===== src/cst_pkg.sv =====
`default_nettype none

package cst_pkg;

	localparam int unsigned YEAR_WIDTH_DEF = 16;
	localparam int unsigned LOAD_YEAR_W    = 16;
	localparam int unsigned IN_DATA_W      = 48;
	localparam int unsigned OUT_DATA_W     = 48;

	localparam logic [6:0] SEC_LIMIT   = 7'd60;
	localparam logic [6:0] MIN_LIMIT   = 7'd60;
	localparam logic [5:0] HOUR_MAX    = 6'd23;
	localparam logic [4:0] MONTH_MAX   = 5'd11;
	localparam logic [4:0] FIRST_DAY   = 5'd1;
	localparam logic [4:0] LONG_MONTH  = 5'd31;
	localparam logic [4:0] LEAP_FEB    = 5'd29;
	localparam logic [3:0] FEBRUARY    = 4'd1;

	typedef enum logic {
		OP_TICK = 1'b0,
		OP_LOAD = 1'b1
	} opcode_t;

	typedef struct packed {
		logic [3:0] month;
		logic [4:0] day;
		logic [4:0] hour;
		logic [5:0] minute;
		logic [5:0] second;
	} cal_t;

	localparam logic [4:0] MONTH_LEN [12] = '{
		5'd31, 5'd28, 5'd31, 5'd30, 5'd31, 5'd30,
		5'd31, 5'd31, 5'd30, 5'd31, 5'd30, 5'd31
	};

	function automatic logic [4:0] month_days(input logic [3:0] month, input logic leap);
		logic [4:0] len;
		if (month > MONTH_MAX[3:0]) begin
			len = LONG_MONTH;
		end else if (month == FEBRUARY && leap) begin
			len = LEAP_FEB;
		end else begin
			len = MONTH_LEN[month];
		end
		return len;
	endfunction

endpackage

`default_nettype wire


===== src/cst_step.sv =====
`default_nettype none

module cst_step #(
	parameter int unsigned YEAR_WIDTH = cst_pkg::YEAR_WIDTH_DEF
) (
	input  wire cst_pkg::opcode_t                 op,
	input  wire cst_pkg::cal_t                    ld,
	input  wire [cst_pkg::LOAD_YEAR_W-1:0]        ld_year,
	input  wire cst_pkg::cal_t                    cur,
	input  wire [YEAR_WIDTH-1:0]                  cur_year,
	output cst_pkg::cal_t                         nxt,
	output logic [YEAR_WIDTH-1:0]                 nxt_year
);

	logic [6:0] sec_inc, min_inc;
	logic [5:0] hour_inc, day_inc;
	logic [4:0] mon_inc, len;
	logic       c_sec, c_min, c_hour, c_day, c_mon, leap;
	cst_pkg::cal_t tick;
	logic [YEAR_WIDTH-1:0] tick_year;

	always_comb begin
		// carry chain; each stage is tested whether or not the one below carried
		leap    = (cur_year[1:0] == 2'b00);
		sec_inc = {1'b0, cur.second} + 7'd1;
		c_sec   = (sec_inc >= cst_pkg::SEC_LIMIT);
		min_inc = {1'b0, cur.minute} + {6'd0, c_sec};
		c_min   = (min_inc >= cst_pkg::MIN_LIMIT);
		hour_inc = {1'b0, cur.hour} + {5'd0, c_min};
		c_hour  = (hour_inc > cst_pkg::HOUR_MAX);
		day_inc = {1'b0, cur.day} + {5'd0, c_hour};
		len     = cst_pkg::month_days(cur.month, leap);
		c_day   = (day_inc > {1'b0, len});
		mon_inc = {1'b0, cur.month} + {4'd0, c_day};
		c_mon   = (mon_inc > cst_pkg::MONTH_MAX);

		tick.second = c_sec  ? 6'd0 : sec_inc[5:0];
		tick.minute = c_min  ? 6'd0 : min_inc[5:0];
		tick.hour   = c_hour ? 5'd0 : hour_inc[4:0];
		tick.day    = c_day  ? cst_pkg::FIRST_DAY : day_inc[4:0];
		tick.month  = c_mon  ? 4'd0 : mon_inc[3:0];
		tick_year   = cur_year + YEAR_WIDTH'(c_mon);

		if (op == cst_pkg::OP_LOAD) begin
			nxt      = ld;
			nxt_year = YEAR_WIDTH'(ld_year);
		end else begin
			nxt      = tick;
			nxt_year = tick_year;
		end
	end

endmodule

`default_nettype wire


===== src/calendar_second_tick_core.sv =====
// Calendar counter: second, minute, hour, day of month, month and year.
// Slave channel: each item is a one-second tick (tuser = 0) or a load of the
// full date and time (tuser = 1, fields in tdata). Master channel: one item
// per input item, holding the fields after that item plus the leap flag.
// An accepted item is held in the input register, then in the calendar/result
// register, which drives m_tvalid. Throughput: one item per cycle while the
// receiver keeps m_tready high; the whole carry chain from seconds to year is
// worked out combinationally between the input and calendar/result registers.
// The input register lets one item be taken while a result waits; when the
// receiver holds m_tready low, the input register fills and s_tready drops
// until the result is taken. No item is lost or repeated.
// Reset: the time reads 00:00:00, day 1, month 0 (January), year 0; both
// valid flags clear. Loaded values are taken as given; the year wraps at
// YEAR_WIDTH bits and tdata carries its low 16 bits.
`default_nettype none

module calendar_second_tick_core #(
	parameter int unsigned YEAR_WIDTH = cst_pkg::YEAR_WIDTH_DEF
) (
	input  wire                              clk,
	input  wire                              arst_n,
	input  wire                              s_tvalid,
	output logic                             s_tready,
	// load_second, load_minute, load_hour, load_day, load_month, load_year, zero pad
	input  wire [cst_pkg::IN_DATA_W-1:0]     s_tdata,
	// opcode
	input  wire                              s_tuser,
	output logic                             m_tvalid,
	input  wire                              m_tready,
	// second_now, minute_now, hour_now, day_now, month_now, year_now, leap_now, zero pad
	output logic [cst_pkg::OUT_DATA_W-1:0]   m_tdata
);

	logic                                  v_s1;
	cst_pkg::opcode_t                      op_s1;
	cst_pkg::cal_t                         ld_s1;
	logic [cst_pkg::LOAD_YEAR_W-1:0]       ld_year_s1;
	logic                                  out_v_q;
	cst_pkg::cal_t                         cal_q;
	logic [YEAR_WIDTH-1:0]                 year_q;
	cst_pkg::cal_t                         cal_nxt;
	logic [YEAR_WIDTH-1:0]                 year_nxt;
	logic                                  adv, take;

	assign adv      = v_s1 && (!out_v_q || m_tready);
	assign s_tready = !v_s1 || adv;
	assign take     = s_tvalid && s_tready;

	always_ff @(posedge clk or negedge arst_n) begin
		if (!arst_n) begin
			v_s1 <= 1'b0;
		end else if (take) begin
			v_s1 <= 1'b1;
		end else if (adv) begin
			v_s1 <= 1'b0;
		end
	end

	always_ff @(posedge clk) begin
		if (take) begin
			op_s1      <= cst_pkg::opcode_t'(s_tuser);
			ld_s1      <= '{second: s_tdata[5:0], minute: s_tdata[11:6],
				hour: s_tdata[16:12], day: s_tdata[21:17], month: s_tdata[25:22]};
			ld_year_s1 <= s_tdata[41:26];
		end
	end

	cst_step #(
		.YEAR_WIDTH(YEAR_WIDTH)
	) u_step (
		.op       (op_s1),
		.ld       (ld_s1),
		.ld_year  (ld_year_s1),
		.cur      (cal_q),
		.cur_year (year_q),
		.nxt      (cal_nxt),
		.nxt_year (year_nxt)
	);

	always_ff @(posedge clk or negedge arst_n) begin
		if (!arst_n) begin
			out_v_q <= 1'b0;
			cal_q   <= '{second: 6'd0, minute: 6'd0, hour: 5'd0,
				day: cst_pkg::FIRST_DAY, month: 4'd0};
			year_q  <= '0;
		end else begin
			if (adv) begin
				out_v_q <= 1'b1;
				cal_q   <= cal_nxt;
				year_q  <= year_nxt;
			end else if (m_tready) begin
				out_v_q <= 1'b0;
			end
		end
	end

	assign m_tvalid = out_v_q;
	assign m_tdata  = {5'd0, (year_q[1:0] == 2'b00), 16'(year_q), cal_q.month, cal_q.day,
		cal_q.hour, cal_q.minute, cal_q.second};

`ifndef SYNTHESIS
	a_tick_in_range: assert property (@(posedge clk) disable iff (!arst_n)
		adv && op_s1 == cst_pkg::OP_TICK |=> cal_q.second < 6'd60 && cal_q.minute < 6'd60
			&& cal_q.hour < 5'd24 && cal_q.month < 4'd12)
		else $error("calendar fields out of range after a tick");

	a_load_taken: assert property (@(posedge clk) disable iff (!arst_n)
		adv && op_s1 == cst_pkg::OP_LOAD |=> cal_q == $past(ld_s1)
			&& year_q == YEAR_WIDTH'($past(ld_year_s1)))
		else $error("loaded fields not stored");

	a_stall_full: assert property (@(posedge clk) disable iff (!arst_n)
		!s_tready |-> v_s1 && out_v_q && !m_tready)
		else $error("input stalled without a full pipeline");
`endif

endmodule

`default_nettype wire

===== config.mk =====
export PLATFORM = sky130hd
export DESIGN_NAME = calendar_second_tick_core
export DESIGN_NICKNAME = d
export VERILOG_FILES = /design/src/cst_pkg.sv /design/src/cst_step.sv /design/src/calendar_second_tick_core.sv
export SDC_FILE = /design/constraint.sdc
export NUM_CORES = 1
export LEC_CHECK = 0
export BUFFER_PORTS_ARGS = -buffer_cell sky130_fd_sc_hd__buf_2
export CAP_MARGIN = 5
export CORE_ASPECT_RATIO = 0.7
export CORE_MARGIN = 5
export CORE_UTILIZATION = 54
export CTS_CLUSTER_DIAMETER = 50
export CTS_CLUSTER_SIZE = 10
export DETAILED_ROUTE_END_ITERATION = 6
export PLACE_DENSITY = 0.89
export SYNTH_ARGS = -nofsm -noshare
export SYNTH_HDL_FRONTEND = slang
export SYNTH_SLANG_ARGS = --single-unit

===== constraint.sdc =====
create_clock -name clk -period 8.3 [get_ports clk]
set_input_delay 0.83 -clock clk [delete_from_list [all_inputs] [get_ports clk]]
set_output_delay 0.83 -clock clk [all_outputs]
set_load 0.05 [all_outputs]

==> impl_results.md, run 1 <==
* Grt total ovfl at 0
* Global route hottest layer: met2
* PD cells at 297 nW/um^2
* Final hold violations at 0
* Post_cts resized at 0
* CTS Buffer Depth at 2
* Synth Area per Inst at 10.5 um^2
* Initial drt markers at 375
* Most used DFF post-synth: edfxtp_1
* Initial antenna violation count at 1
* Min Clock Period, post-route at roughly 7.8 ns
* Maximum number of pins on one net before global-route repair at 77
* Number of global-route vias before repair at roughly 3.4k
* Normalized max-slew margin at between 20% and 30%
* Met1 usage at between 20 and 30%
* Cts bufs inserted at 9
* Share of post-route cells with drive strength above 1 at approximately a quarter
* Final Routed Wirelength at ~11000 um
* Antenna fix cells at 0
* RSZ-0062 raised after global routing: no
* Vias at 3649
* CTS tree: done
* Hold EP: m_tdata[10]
* GR Util met3 at 6.86%
* P&R area growth vs syn at 17.7%
* Synth Warn # at 0
* Outcome: finished, final reports clean
* Initial Utilization at 55.9%
* Worst vdd ir at about 230 uV
* Critical path's slowest cell: dfrtp_1
* Static Leakage at ~2.2 nW
* Crit-path most repeated cell: ha_1
* Period utilization at a little over nine tenths
* FF+latch count, synth at 87
* CTS Hold Bufs at 0
* Antenna viol nets, final at 0
* GP Congestion at 0.879
* CTS sink count at 87
* First-pass GRT wire length at 16900 um
* Final Util at 65.8%
* Gr usage total at 20.7%
* Vias per cell at 6.00
* Worst path bufs/invs at 0
* GR Util met2 at between 30% and 40%
* Commonest non-fill, non-tap cells in the layout: buf_2, nand2_1, edfxtp_1, dfrtp_1, a21oi_1
* Yosys cell types at 68
* Asr flop ratio synth at between 50% and 60%
* Clock skew at slightly above 0.009 ns
* # rows at 27
* Commonest non-fill, non-tap cell in the layout: buf_2
* Overall power at between 1.5 and 2 mW
* Htree depth at 3
* Hold path depth at 2
* CP max FO at 7
* Min-Delay Path Class: flop to flop
* Max_cap viols at 0
* Mapped Area at roughly 4400 um^2
* Placed instance area at 4920 um^2
* Setup violators final at 0
* Tightest Pin Transition at 1.06 ns
* Highest clock rate at 0.129 GHz
* Nets@finish at between 500 and 600
* DP HPWL at 6880 um
* Post-CTS setup buffer count at 0
* Final-report max-slew violation count at 0
* Worst setup SP type: flop
* Sequential area share after synthesis at 53.9%
* End of the worst register-to-register path: year_q[14]
* Port bufs at 91
* Post-route cell area at between 5000 and 6000 um^2
* DIE AREA at 10200 um^2
* Reg2Reg Launch Point: m_tdata[0]
* Post-synth EDFFs at between 40 and 50
* Critical path capture point type: flop
* I/O Pins at between 100 and 150
* Worst Reg-to-Reg Cells at 30
* DR DRC count at 0
* Clk_lat worst skew at 0.34 ns
* Die X-Extent at 118 um
* Register-to-register setup slack at 0.53 ns
* CP peak stage delay at 0.45 ns
* Worst-path clk slew at ~0.060 ns
* Critical Path AT at between 7 and 8 ns
* Core area at 7940 um^2
* Hold_sp: ld_s1[10]
* Crit path kind: flop to flop
* Root Buffer: clkbuf_16
* Synth Instances at 423
* Post-route setup TNS at 0 ns
* DIE HEIGHT at approximately 86 um
* WL/cell at around 17 um
* CP required at 8.50 ns
* 1st-pass router iterations at 5
* Top Family by Delay on Critical Path: adder cells
## cells in the mapped netlist, types with 7 or more instances
cell | number | area [um^2]
o21ai_0 | 32 | 160
inv_1 | 13 | 48.8
a31oi_1 | 7 | 43.8
nand2_1 | 45 | 169
edfxtp_1 | 43 | 1290
nand3_1 | 18 | 90.1
o31ai_1 | 7 | 52.6
nor2_1 | 20 | 75.1
dfrtp_1 | 43 | 1080
clkbuf_1 | 16 | 60.1
ha_1 | 13 | 163
a21oi_1 | 35 | 175
## metrics by stage
step	worst slack (ns)	hold slack (ns)	std cells
after floorplan	1.35	0.462	427
after global placement	0.936	0.479	592
after detailed placement	0.484	0.490	592
after CTS	0.409	0.505	608
after global routing	0.0102	0.530	608
final	0.529	0.501	608
## worst min-delay path, cell delays in order (launching register included)
cell      delay, ns
edfxtp_1       0.33
o22ai_1        0.06
nor2_1         0.08
## final cells by class
type,instances,area (um^2)
fillers,595,2710
flip-flops and latches,87,2390
multi-input cells,297,1890
repair buffers,94,478
clock buffers,9,225
well taps,101,126
clock inverters,7,70.1
inverters,13,48.8
## metal layers
metal | vias up | wire, um
li1 | 1743 | -
met1 | 1736 | 4650
met2 | 158 | 5030
met3 | 10 | 879
met4 | 2 | 64
met5 | - | 11
## sequential cells by signal, summed over array words and instances (netlist names)
| name | flops |
|---|---|
| ld_s1 | 26 |
| m_tdata | 26 |
| ld_year_s1 | 16 |
| year_q | 16 |
| m_tvalid | 1 |
| op_s1 | 1 |
| v_s1 | 1 |
## where the power goes
part,total (mW),leakage [nW],switching [mW],internal (mW)
combinational,0.518,1.10,0.371,0.147
sequential,0.634,0.930,0.108,0.526
clock,0.401,0.148,0.167,0.234
## how the worst max path moves through the flow
stage                     startpoint  depth (start not counted)  slack (ns)          to
final                     m_tdata[0]                         30        0.53  year_q[14]
after global routing      m_tdata[0]                         30        0.01  year_q[14]
after CTS                 m_tdata[0]                         30        0.41  year_q[14]
after detailed placement  m_tdata[0]                         30        0.48  year_q[14]
after global placement    m_tdata[0]                         30        0.94  year_q[14]
after floorplan           m_tdata[0]                         30        1.35  year_q[14]
## cells by family (layout without fill, tap and decap cells)
family / count (synthesis) / in the layout / synth area share, %
mux: 6 / 6 / 1.35
buf+inv: 43 / 123 / 4.31
other cells: 1 / 5 / 0.0844
fa+ha+maj: 13 / 13 / 3.66
compound gates: 136 / 136 / 20.0
simple gates: 135 / 135 / 16.3
flops: 87 / 87 / 53.9
xor+xnor: 2 / 2 / 0.394
(Power assumes the default switching activity.)
==> run 2, diff against run 1 <==
--- a/config.mk
+++ b/config.mk
@@ -9,11 +9,11 @@
 export CAP_MARGIN = 5
 export CORE_ASPECT_RATIO = 0.7
 export CORE_MARGIN = 5
-export CORE_UTILIZATION = 54
+export CORE_UTILIZATION = 55
 export CTS_CLUSTER_DIAMETER = 50
 export CTS_CLUSTER_SIZE = 10
 export DETAILED_ROUTE_END_ITERATION = 6
-export PLACE_DENSITY = 0.89
+export PLACE_DENSITY = 0.9
 export SYNTH_ARGS = -nofsm -noshare
 export SYNTH_HDL_FRONTEND = slang
 export SYNTH_SLANG_ARGS = --single-unit
==> constraint.sdc (replaced) <==
create_clock -name clk -period 9.8 [get_ports clk]
set_input_delay 0.98 -clock clk [delete_from_list [all_inputs] [get_ports clk]]
set_output_delay 0.98 -clock clk [all_outputs]
set_load 0.05 [all_outputs]
==> run 2 against run 1 <==
Against the previous run:
- sequential power decreased by 15%
- largest power group unchanged
- flip-flop and latch count unchanged
- global-route usage is 1.3 points higher
==> impl_results.md, run 2 (synthesis results as in run 1) <==
* Antenna viol nets, final at 0 (unchanged)
* DIE HEIGHT at 85.2 um (was 85.9 um)
* PD cells at 256 nW/um^2 (was 297 nW/um^2)
* Final-report max-slew violation count at 0 (unchanged)
* Fillers at 617 (was 595)
* Period utilization at 80.0% (was 93.6%)
* Tightest Pin Transition at 1.06 ns (about the same)
* Post-CTS setup buffer count at 0 (unchanged)
* DR DRC count at 0 (unchanged)
* GR Util met3 at 8.19% (was 6.86%)
* Critical path's slowest cell: o31ai_1 (was dfrtp_1)
* Commonest non-fill, non-tap cells in the layout: buf_2, nand2_1, edfxtp_1, dfrtp_1, a21oi_1 (unchanged)
* Worst setup SP type: flop (unchanged)
* Post-route setup TNS at 0 ns (unchanged)
* Antenna fix cells at 0 (unchanged)
* GR Util met2 at 36.3% (was 32.8%)
* Crit path kind: flop to flop (unchanged)
* Setup violators final at 0 (unchanged)
* Core area at 7870 um^2 (was 7940 um^2)
* P&R area growth vs syn at 18.1% (was 17.7%)
* GP Congestion at 0.871 (was 0.879)
* Min Clock Period, post-route at 7.84 ns (was 7.77 ns)
* CP max FO at 7 (unchanged)
* WL/cell at 17.8 um (was 17.5 um)
* Die X-Extent at 117 um (was 118 um)
* Critical path capture point type: flop (unchanged)
* Met1 usage at 27.7% (was 27.8%)
* CP required at 10.00 ns (was 8.50 ns)
* Outcome: finished, final reports clean (unchanged)
* 1st-pass router iterations at 5 (unchanged)
* Clk_lat worst skew at 0.34 ns (about the same)
* Top Family by Delay on Critical Path: adder cells (unchanged)
* Final hold violations at 0 (unchanged)
* Vias at 3704 (was 3649)
* Static Leakage at 2.18 nW (about the same)
* Initial drt markers at 283 (was 375)
* Worst-path clk slew at 0.06 ns (about the same)
* Grt total ovfl at 0 (unchanged)
* CTS sink count at 87 (unchanged)
* I/O Pins at 103 (unchanged)
* Root Buffer: clkbuf_16 (unchanged)
* Maximum number of pins on one net before global-route repair at 77 (unchanged)
* Worst vdd ir at 147 uV (was 230 uV)
* Register area at 2390 um^2 (unchanged)
* Htree depth at 3 (unchanged)
* Min-Delay Path Class: flop to flop (unchanged)
* Initial Utilization at 56.4% (was 55.9%)
* Commonest non-fill, non-tap cell in the layout: buf_2 (unchanged)
* Share of post-route cells with drive strength above 1 at 25.0% (was 25.2%)
* # rows at 27 (unchanged)
* Nets@finish at 568 (unchanged)
* Max_cap viols at 0 (unchanged)
* Crit-path most repeated cell: ha_1 (unchanged)
* Gr usage total at 22.0% (was 20.7%)
* Normalized max-slew margin at 29.2% (was 29.5%)
* Number of global-route vias before repair at 3710 (was 3400)
* Vias per cell at 6.09 (was 6.00)
* Final Routed Wirelength at 10800 um (was 10600 um)
* First-pass GRT wire length at 17900 um (was 16900 um)
* Worst path bufs/invs at 0 (unchanged)
* Port bufs at 91 (unchanged)
* CTS tree: done (unchanged)
* Critical Path AT at 8.04 ns (was 7.97 ns)
* Highest clock rate at 0.128 GHz (was 0.129 GHz)
* Clock skew at 0.00632 ns (was 0.00922 ns)
* Cts bufs inserted at 9 (unchanged)
* Multi-input gate area at 1870 um^2 (was 1890 um^2)
* Post_cts resized at 0 (unchanged)
* DP HPWL at 7040 um (was 6880 um)
* CTS Buffer Depth at 2 (unchanged)
* RSZ-0062 raised after global routing: no (unchanged)
* Final hold slack at 0.507 ns (was 0.501 ns)
* DIE AREA at 10000 um^2 (was 10200 um^2)
* CTS Hold Bufs at 0 (unchanged)
* Global route hottest layer: met2 (unchanged)
* Initial antenna violation count at 1 (unchanged)
* CP peak stage delay at 0.45 ns (about the same)
-- run 2: per-stage QoR --
step	util [%]	instance area [um^2]	total power, mW	cells	setup WS, ns
final	66.6	5240	1.34	608	1.96
after global routing	66.6	5240	1.41	608	1.36
after CTS	66.6	5240	1.35	608	1.99
after detailed placement	62.5	4920	0.975	592	2.11
after global placement	62.5	4920	0.953	592	2.43
after floorplan	-	4460	0.859	427	2.85
-- run 2: power breakdown --
group          leakage (nW)  internal [mW]  switching (mW)
sequential            0.930          0.446          0.0907
clock                 0.156          0.230           0.138
combinational          1.09          0.124           0.314
-- run 2: worst paths after layout --
path | startpoint | to | slack (ns) | cells past startpoint
min in group asynchronous | arst_n | m_tdata[11] | 0.82 | 1
min reg2reg | ld_s1[2] | m_tdata[2] | 0.51 | 2
max reg2reg | m_tdata[0] | year_q[14] | 1.96 | 30
max | m_tdata[0] | year_q[14] | 1.96 | 30
min | ld_s1[2] | m_tdata[2] | 0.51 | 2
max in group asynchronous | arst_n | m_tdata[0] | 8.33 | 1
-- run 2: final cells by class --
type | instances | area share, %
Sequential cell | 87 | 45.6
Clock buffer | 11 | 4.63
Timing Repair Buffer | 94 | 9.11
Inverter | 13 | 0.931
Tap cell | 101 | 2.41
Multi-Input combinational cell | 297 | 35.7
Clock inverter | 5 | 1.55
-- run 2: worst min-delay path: stages (launching register included) --
cell and delay, ns:
edfxtp_1 0.33, a32oi_1 0.09, o41ai_1 0.05
-- run 2: layer usage --
layer  wire, um  part of all wire (%)
met1       4590                    42
met2       5120                    47
met3        955                   8.8
met4        121                   1.1
met5         11                  0.10
==> run 3, diff against run 2 <==
--- a/config.mk
+++ b/config.mk
@@ -9,11 +9,11 @@
 export CAP_MARGIN = 5
 export CORE_ASPECT_RATIO = 0.7
 export CORE_MARGIN = 5
-export CORE_UTILIZATION = 55
+export CORE_UTILIZATION = 54
 export CTS_CLUSTER_DIAMETER = 50
 export CTS_CLUSTER_SIZE = 10
 export DETAILED_ROUTE_END_ITERATION = 6
-export PLACE_DENSITY = 0.9
+export PLACE_DENSITY = 0.89
 export SYNTH_ARGS = -nofsm -noshare
 export SYNTH_HDL_FRONTEND = slang
 export SYNTH_SLANG_ARGS = --single-unit
==> constraint.sdc (replaced) <==
create_clock -name clk -period 8.2 [get_ports clk]
set_input_delay 0.82 -clock clk [delete_from_list [all_inputs] [get_ports clk]]
set_output_delay 0.82 -clock clk [all_outputs]
set_load 0.05 [all_outputs]
==> run 3 against run 2 <==
Against the previous run:
- cell count unchanged
- via count fell by 1.5%
- clock power increased by 9.5%
- setup slack got worse by 1.5 ns
- critical path depth stayed put
- non-clock buffer count is the same
- first-iteration DRC count rose by 52%
- routed wire length is 2.9% lower
- clock skew grew 0.0016 ns
- sequential power is 20% higher
- worst hold slack worse by 0.0029 ns
- core utilization shrank 0.82 points
- critical path type unchanged
- highest routed layer unchanged
==> impl_results.md, run 3 (synthesis results as in run 1) <==
* DIE HEIGHT at 85.9 um (was 85.2 um)
* Min-Delay Path Class: flop to flop (unchanged)
* Critical path capture point type: flop (unchanged)
* Core area at 7940 um^2 (was 7870 um^2)
* Setup violators final at 0 (unchanged)
* Fillers at 615 (was 617)
* Post-route setup TNS at 0 ns (unchanged)
* DIE AREA at 10200 um^2 (was 10000 um^2)
* CTS Buffer Depth at 2 (unchanged)
* Clk_lat worst skew at 0.34 ns (about the same)
* Outcome: finished, final reports clean (unchanged)
* Antenna fix cells at 0 (unchanged)
* CTS sink count at 87 (unchanged)
* Final hold violations at 0 (unchanged)
* Tightest Pin Transition at 1.06 ns (about the same)
* Initial drt markers at 431 (was 283)
* P&R area growth vs syn at 17.6% (was 18.1%)
* 1st-pass router iterations at 5 (unchanged)
* Port bufs at 91 (unchanged)
* Static Leakage at 2.16 nW (was 2.18 nW)
* Number of global-route vias before repair at 3501 (was 3710)
* Highest clock rate at 0.129 GHz (was 0.128 GHz)
* Min Clock Period, post-route at 7.75 ns (was 7.84 ns)
* I/O Pins at 103 (unchanged)
* Multi-input gate area at 1890 um^2 (was 1870 um^2)
* DP HPWL at 6880 um (was 7040 um)
* Nets@finish at 568 (unchanged)
* Htree depth at 3 (unchanged)
* Clock skew at 0.00790 ns (was 0.00632 ns)
* First-pass GRT wire length at 17300 um (was 17900 um)
* # rows at 27 (unchanged)
* Initial antenna violation count at 1 (unchanged)
* Die X-Extent at 118 um (was 117 um)
* Cts bufs inserted at 9 (unchanged)
* CTS tree: done (unchanged)
* Placed instance area at 4920 um^2 (unchanged)
* Critical Path AT at 7.98 ns (was 8.04 ns)
* Worst-path clk slew at 0.06 ns (about the same)
* Final-report max-slew violation count at 0 (unchanged)
* PD cells at 299 nW/um^2 (was 256 nW/um^2)
* DR DRC count at 0 (unchanged)
* Final Routed Wirelength at 10500 um (was 10800 um)
* CP max FO at 7 (unchanged)
* Crit path kind: flop to flop (unchanged)
* Gr usage total at 21.1% (was 22.0%)
* Normalized max-slew margin at 29.5% (was 29.2%)
* Share of post-route cells with drive strength above 1 at 24.9% (was 25.0%)
* Root Buffer: clkbuf_16 (unchanged)
* Grt total ovfl at 0 (unchanged)
* Crit-path most repeated cell: ha_1 (unchanged)
* Initial Utilization at 55.9% (was 56.4%)
* CP peak stage delay at 0.45 ns (about the same)
* CP required at 8.43 ns (was 10.00 ns)
* Post-route cell area at 5220 um^2 (was 5240 um^2)
* Worst vdd ir at 273 uV (was 147 uV)
* Antenna viol nets, final at 0 (unchanged)
* Vias at 3648 (was 3704)
* Commonest non-fill, non-tap cells in the layout: buf_2, nand2_1, edfxtp_1, dfrtp_1, a21oi_1 (unchanged)
* GP Congestion at 0.881 (was 0.871)
* Vias per cell at 6.00 (was 6.09)
* Max_cap viols at 0 (unchanged)
* Post-CTS setup buffer count at 0 (unchanged)
* Commonest non-fill, non-tap cell in the layout: buf_2 (unchanged)
* Maximum number of pins on one net before global-route repair at 77 (unchanged)
* Register area at 2390 um^2 (unchanged)
* Worst setup SP type: flop (unchanged)
* Period utilization at 94.5% (was 80.0%)
* Critical path's slowest cell: dfrtp_1 (was o31ai_1)
* WL/cell at 17.2 um (was 17.8 um)
run 3: changes by cell type in the layout (fill, tap and decap cells not counted), sizes merged:
cell / before / now
bufinv: 2 / 1
clkinv: 2 / 3
run 3: path summary, 6_finish.rpt:
| check | from | end | slack [ns] | depth (start not counted) |
|---|---|---|---|---|
| max | m_tdata[0] | year_q[12] | 0.45 | 30 |
| min | ld_s1[10] | m_tdata[10] | 0.50 | 2 |
| max reg2reg | m_tdata[0] | year_q[12] | 0.45 | 30 |
| min reg2reg | ld_s1[10] | m_tdata[10] | 0.50 | 2 |
| max in group asynchronous | arst_n | year_q[14] | 6.88 | 1 |
| min in group asynchronous | arst_n | m_tdata[11] | 0.67 | 1 |
run 3: area by class of cell:
class	instances	share of cell area, %
inverter	13	0.934
clock buffer	11	4.46
sequential	87	45.8
multi-input combinational	297	36.1
timing repair buffer	94	9.15
clock inverter	5	1.13
tap	101	2.42
run 3: power breakdown:
part | internal, mW | switching [mW] | leakage (nW)
sequential | 0.533 | 0.108 | 0.930
combinational | 0.148 | 0.373 | 1.10
clock | 0.236 | 0.166 | 0.137
run 3: critical path, delay by kind of cell (launching register included):
kind,cells,cell delay (ns)
AOI/OAI and AO/OA,10,2.27
adders and majority gates,11,3.03
DFF,1,0.45
and+or+nand+nor,9,1.88
run 3: repair_timing:
item | in CTS | in global routing
setup endpoints to repair | 0 | 6
hold buffers | 0 | 0
endpoints found under the hold margin | 0 | 0
gates resized for setup | 0 | 2
run 3: metal layers:
metal	track usage, %	routed length [um]
met3	6.99	953
met4	6.39	149
met5	0	11
met1	28.2	4480
met2	33.0	4890
run 3: metrics by stage:
step                      util [%]  hold slack [ns]  power [mW]  std cells  worst slack [ns]
after CTS                     65.6            0.506        1.57        608             0.362
after detailed placement      62.0            0.491        1.16        592             0.406
after floorplan                  -            0.462        1.03        427              1.25
after global placement        62.0            0.479        1.14        592             0.835
final                         65.8            0.504        1.56        608             0.450
after global routing          65.8            0.536        1.65        608          -0.00914
